<file path="src/scfla_pkg.sv">
package scfla_pkg;

  localparam int unsigned AddrW   = 16;
  localparam int unsigned SizeW   = 12;
  localparam int unsigned CmdW    = 2;
  localparam int unsigned StatW   = 2;
  localparam int unsigned RefillW = 7;
  localparam int unsigned LimitW  = 17;

  localparam logic [CmdW-1:0] CmdAlloc   = 2'd0;
  localparam logic [CmdW-1:0] CmdFree    = 2'd1;
  localparam logic [CmdW-1:0] CmdRealloc = 2'd2;

  localparam logic [StatW-1:0] StatOk    = 2'd0;
  localparam logic [StatW-1:0] StatOom   = 2'd1;
  localparam logic [StatW-1:0] StatRange = 2'd2;

  localparam logic [0:0] RegRefill = 1'b0;
  localparam logic [0:0] RegLimit  = 1'b1;

  typedef struct packed {
    logic [CmdW-1:0]  command;
    logic [AddrW-1:0] address;
    logic [SizeW-1:0] size;
    logic [SizeW-1:0] new_size;
  } req_t;

  typedef struct packed {
    logic [AddrW-1:0] block_address;
    logic [StatW-1:0] status;
  } rsp_t;

endpackage

</file>
<file path="src/scfla_front.sv">
module scfla_front #(
  parameter int unsigned AlignBytes    = 8,
  parameter int unsigned MaxSmallBytes = 256,
  parameter int unsigned NumClasses    = 32,
  parameter int unsigned LinkDepth     = 8192,
  localparam int unsigned ClsW   = $clog2(NumClasses),
  localparam int unsigned GranW  = $clog2(LinkDepth),
  localparam int unsigned OpW    = 2 + 1 + ClsW + 1 + ClsW + GranW
) (
  input  logic                clk_i,
  input  logic                rst_ni,
  input  logic                push_i,
  output logic                full_o,
  input  scfla_pkg::req_t     req_i,
  output logic                op_valid_o,
  input  logic                op_ready_i,
  output logic [OpW-1:0]      op_o
);

  localparam int unsigned ShW = $clog2(AlignBytes);

  // op: {has_free, free_cls, has_alloc, alloc_cls, granule, status_pre}
  logic [OpW-1:0] q_mem [2];
  logic           wr_q, rd_q, wr_d, rd_d;
  logic [1:0]     cnt_q, cnt_d;

  function automatic logic [ClsW:0] classify(logic [scfla_pkg::SizeW-1:0] s);
    logic [scfla_pkg::SizeW-1:0] c;
    c = (s - 1'b1) >> ShW;
    if (s == '0 || 32'(s) > MaxSmallBytes || 32'(c) >= NumClasses) return '0;
    return {1'b1, c[ClsW-1:0]};
  endfunction

  logic [ClsW:0]   c_old, c_new;
  logic            has_free, has_alloc;
  logic [1:0]      pre;
  logic [GranW-1:0] gran;

  always_comb begin
    c_old = classify(req_i.size);
    c_new = classify(req_i.new_size);
    has_free = 1'b0;
    has_alloc = 1'b0;
    pre = scfla_pkg::StatOk;
    gran = GranW'(req_i.address >> ShW);
    unique case (req_i.command)
      scfla_pkg::CmdAlloc: begin
        has_alloc = c_old[ClsW];
        if (!c_old[ClsW]) pre = scfla_pkg::StatRange;
      end
      scfla_pkg::CmdFree: begin
        has_free = c_old[ClsW];
        if (!c_old[ClsW]) pre = scfla_pkg::StatRange;
      end
      scfla_pkg::CmdRealloc: begin
        has_free = c_old[ClsW];
        has_alloc = c_old[ClsW] && c_new[ClsW];
        if (!has_alloc) pre = scfla_pkg::StatRange;
      end
      default: ;
    endcase
  end

  logic [ClsW-1:0] a_cls;
  assign a_cls = (req_i.command == scfla_pkg::CmdRealloc) ? c_new[ClsW-1:0]
                                                           : c_old[ClsW-1:0];

  logic do_push, do_pop;
  assign full_o   = (cnt_q == 2'd2);
  assign do_push  = push_i && !full_o;
  assign op_valid_o = (cnt_q != 2'd0);
  assign do_pop   = op_valid_o && op_ready_i;
  assign op_o     = q_mem[rd_q];

  always_comb begin
    wr_d = do_push ? ~wr_q : wr_q;
    rd_d = do_pop ? ~rd_q : rd_q;
    cnt_d = cnt_q + {1'b0, do_push} - {1'b0, do_pop};
  end

  always_ff @(posedge clk_i or negedge rst_ni) begin
    if (!rst_ni) begin
      wr_q <= 1'b0;
      rd_q <= 1'b0;
      cnt_q <= 2'd0;
    end else begin
      wr_q <= wr_d;
      rd_q <= rd_d;
      cnt_q <= cnt_d;
    end
  end

  always_ff @(posedge clk_i) begin
    if (do_push) begin
      q_mem[wr_q] <= {has_free, c_old[ClsW-1:0], has_alloc, a_cls, gran, pre};
    end
  end

  assert property (@(posedge clk_i) disable iff (!rst_ni) cnt_q <= 2'd2)
    else $error("op queue overflow");
  assert property (@(posedge clk_i) disable iff (!rst_ni)
    (cnt_q == 2'd0) |-> !do_pop) else $error("pop from empty op queue");
  assert property (@(posedge clk_i) disable iff (!rst_ni)
    (wr_q == rd_q) |-> (cnt_q == 2'd0 || cnt_q == 2'd2))
    else $error("op queue pointers inconsistent");

endmodule

</file>
<file path="config.mk">
export PLATFORM = sky130hd
export DESIGN_NAME = scfla_front
export DESIGN_NICKNAME = d
export VERILOG_FILES = /design/src/scfla_pkg.sv /design/src/scfla_front.sv
export SDC_FILE = /design/constraint.sdc
export NUM_CORES = 1
export LEC_CHECK = 0
export ABC_AREA = 1
export ABC_CLOCK_PERIOD_IN_PS = 6300
export BUFFER_PORTS_ARGS = -buffer_cell sky130_fd_sc_hd__clkbuf_2
export CORE_MARGIN = 5
export CORE_UTILIZATION = 55
export DETAILED_ROUTE_END_ITERATION = 10
export PLACE_DENSITY = 0.93
export SLEW_MARGIN = 15
export SYNTH_ARGS = -nofsm -noshare
export SYNTH_HDL_FRONTEND = slang
export SYNTH_SLANG_ARGS = --single-unit
</file>
<file path="constraint.sdc">
create_clock -name clk_i -period 6.3 [get_ports clk_i]
set_clock_uncertainty 0.15 [all_clocks]
set_input_delay 1.26 -clock clk_i [delete_from_list [all_inputs] [get_ports clk_i]]
set_output_delay 1.26 -clock clk_i [all_outputs]
set_load 0.005 [all_outputs]
</file>
[Word-level counts from Yosys, hierarchy flattened]
Memory sizes are Yosys's and may differ from the RTL's.
Index checks and enable logic that the tools add are counted.
Storage, ports and cells
  register bits after elaboration: 4
  memory bits (writable): 54
  input port bits: 46
  word-level logic and storage cells: 45
  memories: 1
Memory list
  q_mem: words 2, bits a word 27, rd ports 1, clocked after Yosys merged registers in 0, wr ports 1, line scfla_front.sv:23  | logic [OpW-1:0] q_mem [2];
Operators by class
  add/sub/neg operators: 4
  order comparisons: 4
  eq/ne operators: 3
  mux-type cells: 14
  bitwise operators: 2
  reductions and logical operators: 14
Operators by type and width (count)
  $gt 12x9->1 const B: 2
  $logic_not 12->1: 2
  $mux 6: 4
  $sub 12x1->12 const B: 2
  $ge 9x6->1 const B: 2
  $mux 1: 5
  $mux 5: 1
  $eq 2x2->1 const B: 2
  $logic_or 1x1->1: 4
  $mux 2: 2
  $pmux 2 s2: 1
  $reduce_or 2->1: 2
  $logic_and 1x1->1: 3
  $add 2x1->2: 1
  $eq 2x1->1 const B: 1
  $logic_not 2->1: 1
  $not 1->1: 2
  $pmux 1 s2: 1
  $reduce_bool 2->1: 1
  $sub 2x1->2: 1
  $logic_not 1->1: 1

[Longest topological paths before layout]
  depth after elaboration: 8
  depth in mapped cells: 9
  depth with buffers taken out: 9

[Least setup slack after synthesis]
OpenSTA, ideal clock, no wires.
  path kind: input to register
  start point: in push_i
  end point: mem q_mem[0][10] in the netlist's numbering (enable)
  setup time: 0.409 ns
  data arrival time: 2.570 ns
  data required time: 5.741 ns
  path slack: 3.171 ns
  stages: 2
  path buffers: 0
  cell sequence: o21ai_0 -> nor2_1
Between the ends
  longest elaborated chain between the ends: 3
RTL lines
  start: declaration: line scfla_front.sv:12  | input logic push_i,
  $logic_and 1x1->1: line scfla_front.sv:70  | assign do_push = push_i && !full_o;
  $mux 1: line scfla_front.sv:94  | if (do_push) begin
  $mux 1 (implied by the code): line scfla_front.sv:95  | q_mem[wr_q] <= {has_free, c_old[ClsW-1:0], has_alloc, a_cls, gran, pre};
  end: declaration: line scfla_front.sv:23
Every way passes these cells.

[Final worst setup path]
  start point: reg rd_q
  end point: out op_o[17]
Between the ends
  longest elaborated chain between the ends: 1
RTL lines
  start: declaration: line scfla_front.sv:24  | logic wr_q, rd_q, wr_d, rd_d;
  start signal: assignment: line scfla_front.sv:88  | rd_q <= rd_d;
  $mem_v2 2x27
  end: declaration: line scfla_front.sv:17  | output logic [OpW-1:0] op_o
Every way passes these cells.

==> out/metrics.cfg <==
[setup_path]
r2r-end = rd_q$_DFFE_PN0P_
regToRegStartpoint = rd_q$_DFFE_PN0P_
crit_fanout = 27
critPathKind = flop to output port
start_kind = flop
crit_arrival_ps = 2570
required_ps = 4890
end_kind = output port
r2r_slack_ps = 3800
ff2ff_path_depth = 2

[cts]
cts_tree = done
clock-sinks = 56
path_clk_slew_ps = 80
h-tree-depth = 2
hold_buffers = 0
postCtsSetupBuffers = 0
clk_path_buf_depth = 2
ctsResizeCount = 0
cts_buffers = 5
cts_root_buf = clkbuf_8
clock_latency_ps = 290

[synthesis]
yosysSeqAreaShare = 0.6403
netlist-cell-type-count = 31
syn_inst = 256
ys_ff_latch = 56
synth_top_cell_area_share = 0.6017
synth_area_sq_um = 2595
synth_top_cell_by_area = edfxtp_1
synth_area_leaders = edfxtp_1 (60%), nand2_1 (16%), dfrtp_1 (3.9%), ha_1 (2.9%), inv_1 (2.3%)
synth.avg_cell_area_sq_um = 10.14
yosys_warnings = 0
syn_nets = 308

[floorplan]
core_region_area_sq_um = 4661
die-width_microns = 78.69
num_io_pins = 75
fp-row-count = 25
start_util = 0.5568
chipHeight_microns = 78.69
dieArea_sq_um = 6192

[global_route]
grt_pass1_vias = 1826
grt_pass1_wl_microns = 7769
grt_overflow = 0
antenna_found_initial = 0
globalRouteTotalUtil = 0.1599
grt_start_max_net_pins = 28

[pwr]
total_power_mw = 1.092
p_comb_frac = 0.327
pwr-share-clk = 0.158
p_leak_nw = 1.448
swShare = 0.3289
power_density_nw_per_um2 = 354.6
power_switching_uw = 359.3
p_int_uw = 733.1
sequentialPowerShare = 0.515
peakVddDrop_uv = 149.8

[final_layout]
fillers = 357
antenna_cells = 0
final-seq-area_sq_um = 1662
final_nets = 381
drive_above_1_share = 0.2796
layout_commonest_cell = nand2_1
multi_input_area_sq_um = 834.6
instances_no_fill = 383
final_cell_mix = nand2_1 (114), clkbuf_2 (70), edfxtp_1 (52)
syn2layout_area_growth_pct = 18.71

[drt]
via_per_inst = 4.883
drt-initial-drc-count = 60
drc = 0
vias = 1870
antenna_left = 0
wl_per_cell_microns = 12.10
first_pass_iters = 4
wirelength_microns = 4636

[timing]
fin_crit_sh = 0.6324
rsz0062_at_grt = false
setup_ws_ps = 2316
final_hold_viol_count = 0
slew_violations = 0
tightest_slew_ps = 870.0
worst_slew_margin_rel = 0.4200
fin_crit_ps = 3984
fmax_ghz = 0.2510
fin_hold_ws_ps = 421.0
final.setup.tns_ps = 0
setup-violations-final = 0

[place]
place_congestion = 0.8466
dpl.hpwl_microns = 3472
place_ws_ps = 2576
dp_cells = 376
port_buffers = 70

[worst_hold_path]
min_to = cnt_q[0]$_DFF_PN0_
hold_start = cnt_q[0]$_DFF_PN0_
min_path_cells = 1
min_path_type = flop to flop

[status]
status = finished, final reports clean

[run]
maxCapViolCount = 0

## sequential cells by signal, summed over array words and instances, names as in the netlist
name / flops
q_mem: 52
cnt_q: 2
wr_q: 1
rd_q: 1
## metal layers
metal | wire, microns | track usage
met5 | 0 | 0
met4 | 74 | 0.05944
met3 | 363 | 0.03515
met2 | 2350 | 0.2861
met1 | 1848 | 0.1877
## worst max-delay path: stages, from the launching register on
cell	delay [ps]
dfrtp_1	920
clkinv_1	920
nand2_1	270
nand2_1	70
clkbuf_2	110
## cells by family (layout without fill, tap and decap cells)
| family | after synthesis | count (layout) | share of synthesized area |
|---|---|---|---|
| AO/OA/AOI/OAI | 13 | 13 | 0.03279 |
| XOR/XNOR | 5 | 5 | 0.01688 |
| adder cells (fa/ha/maj) | 6 | 6 | 0.02893 |
| buffers and inverters | 25 | 98 | 0.04002 |
| flip-flops | 56 | 56 | 0.6403 |
| other | 1 | 1 | 0.001445 |
| AND/OR/NAND/NOR | 150 | 150 | 0.2396 |
## cell type report
type                            count  area share
Timing Repair Buffer               72      0.1186
Tap cell                           54     0.02193
Clock inverter                      1    0.001625
Sequential cell                    56      0.5394
Inverter                           19     0.02396
Multi-Input combinational cell    175      0.2709
Clock buffer                        6     0.02356
## synth_stat cells, drive strengths merged
library cell,instances
buf,5
nor2,18
nor3,2
or2,3
conb,1
o21ai,4
edfxtp,52
nand3,9
clkbuf,1
ha,6
xor2,3
and2,1
o31ai,2
inv,18
dfrtp,4
nand2,117
clkinv,1
xnor2,2
a21oi,7
## power by group through the flow
stage	Clock [mW]	Sequential (mW)	Combinational [mW]
after global routing	0.193	0.574	0.414
after global placement	0	0.567	0.354
final	0.172	0.563	0.357
after floorplan	0	0.542	0.226
after detailed placement	0	0.573	0.366
after CTS	0.179	0.564	0.367
## stage by stage
stage	instance area (sq um)	util
after floorplan	2595	-
after global placement	3003	0.6443
after detailed placement	3003	0.6443
after CTS	3080	0.6609
after global routing	3080	0.6609
final	3080	0.6609
## worst max-delay path by stage
stage,start,to,slack [ps],cells past startpoint
after CTS,rd_q$_DFFE_PN0P_,op_o[17],2240,4
after global routing,rd_q$_DFFE_PN0P_,op_o[17],1930,4
after floorplan,push_i,q_mem[0][10]$_DFFE_PP_,3170,2
after global placement,rd_q$_DFFE_PN0P_,op_o[25],2620,4
after detailed placement,rd_q$_DFFE_PN0P_,op_o[17],2580,4
final,rd_q$_DFFE_PN0P_,op_o[17],2320,4
(Power assumes the default switching activity.)
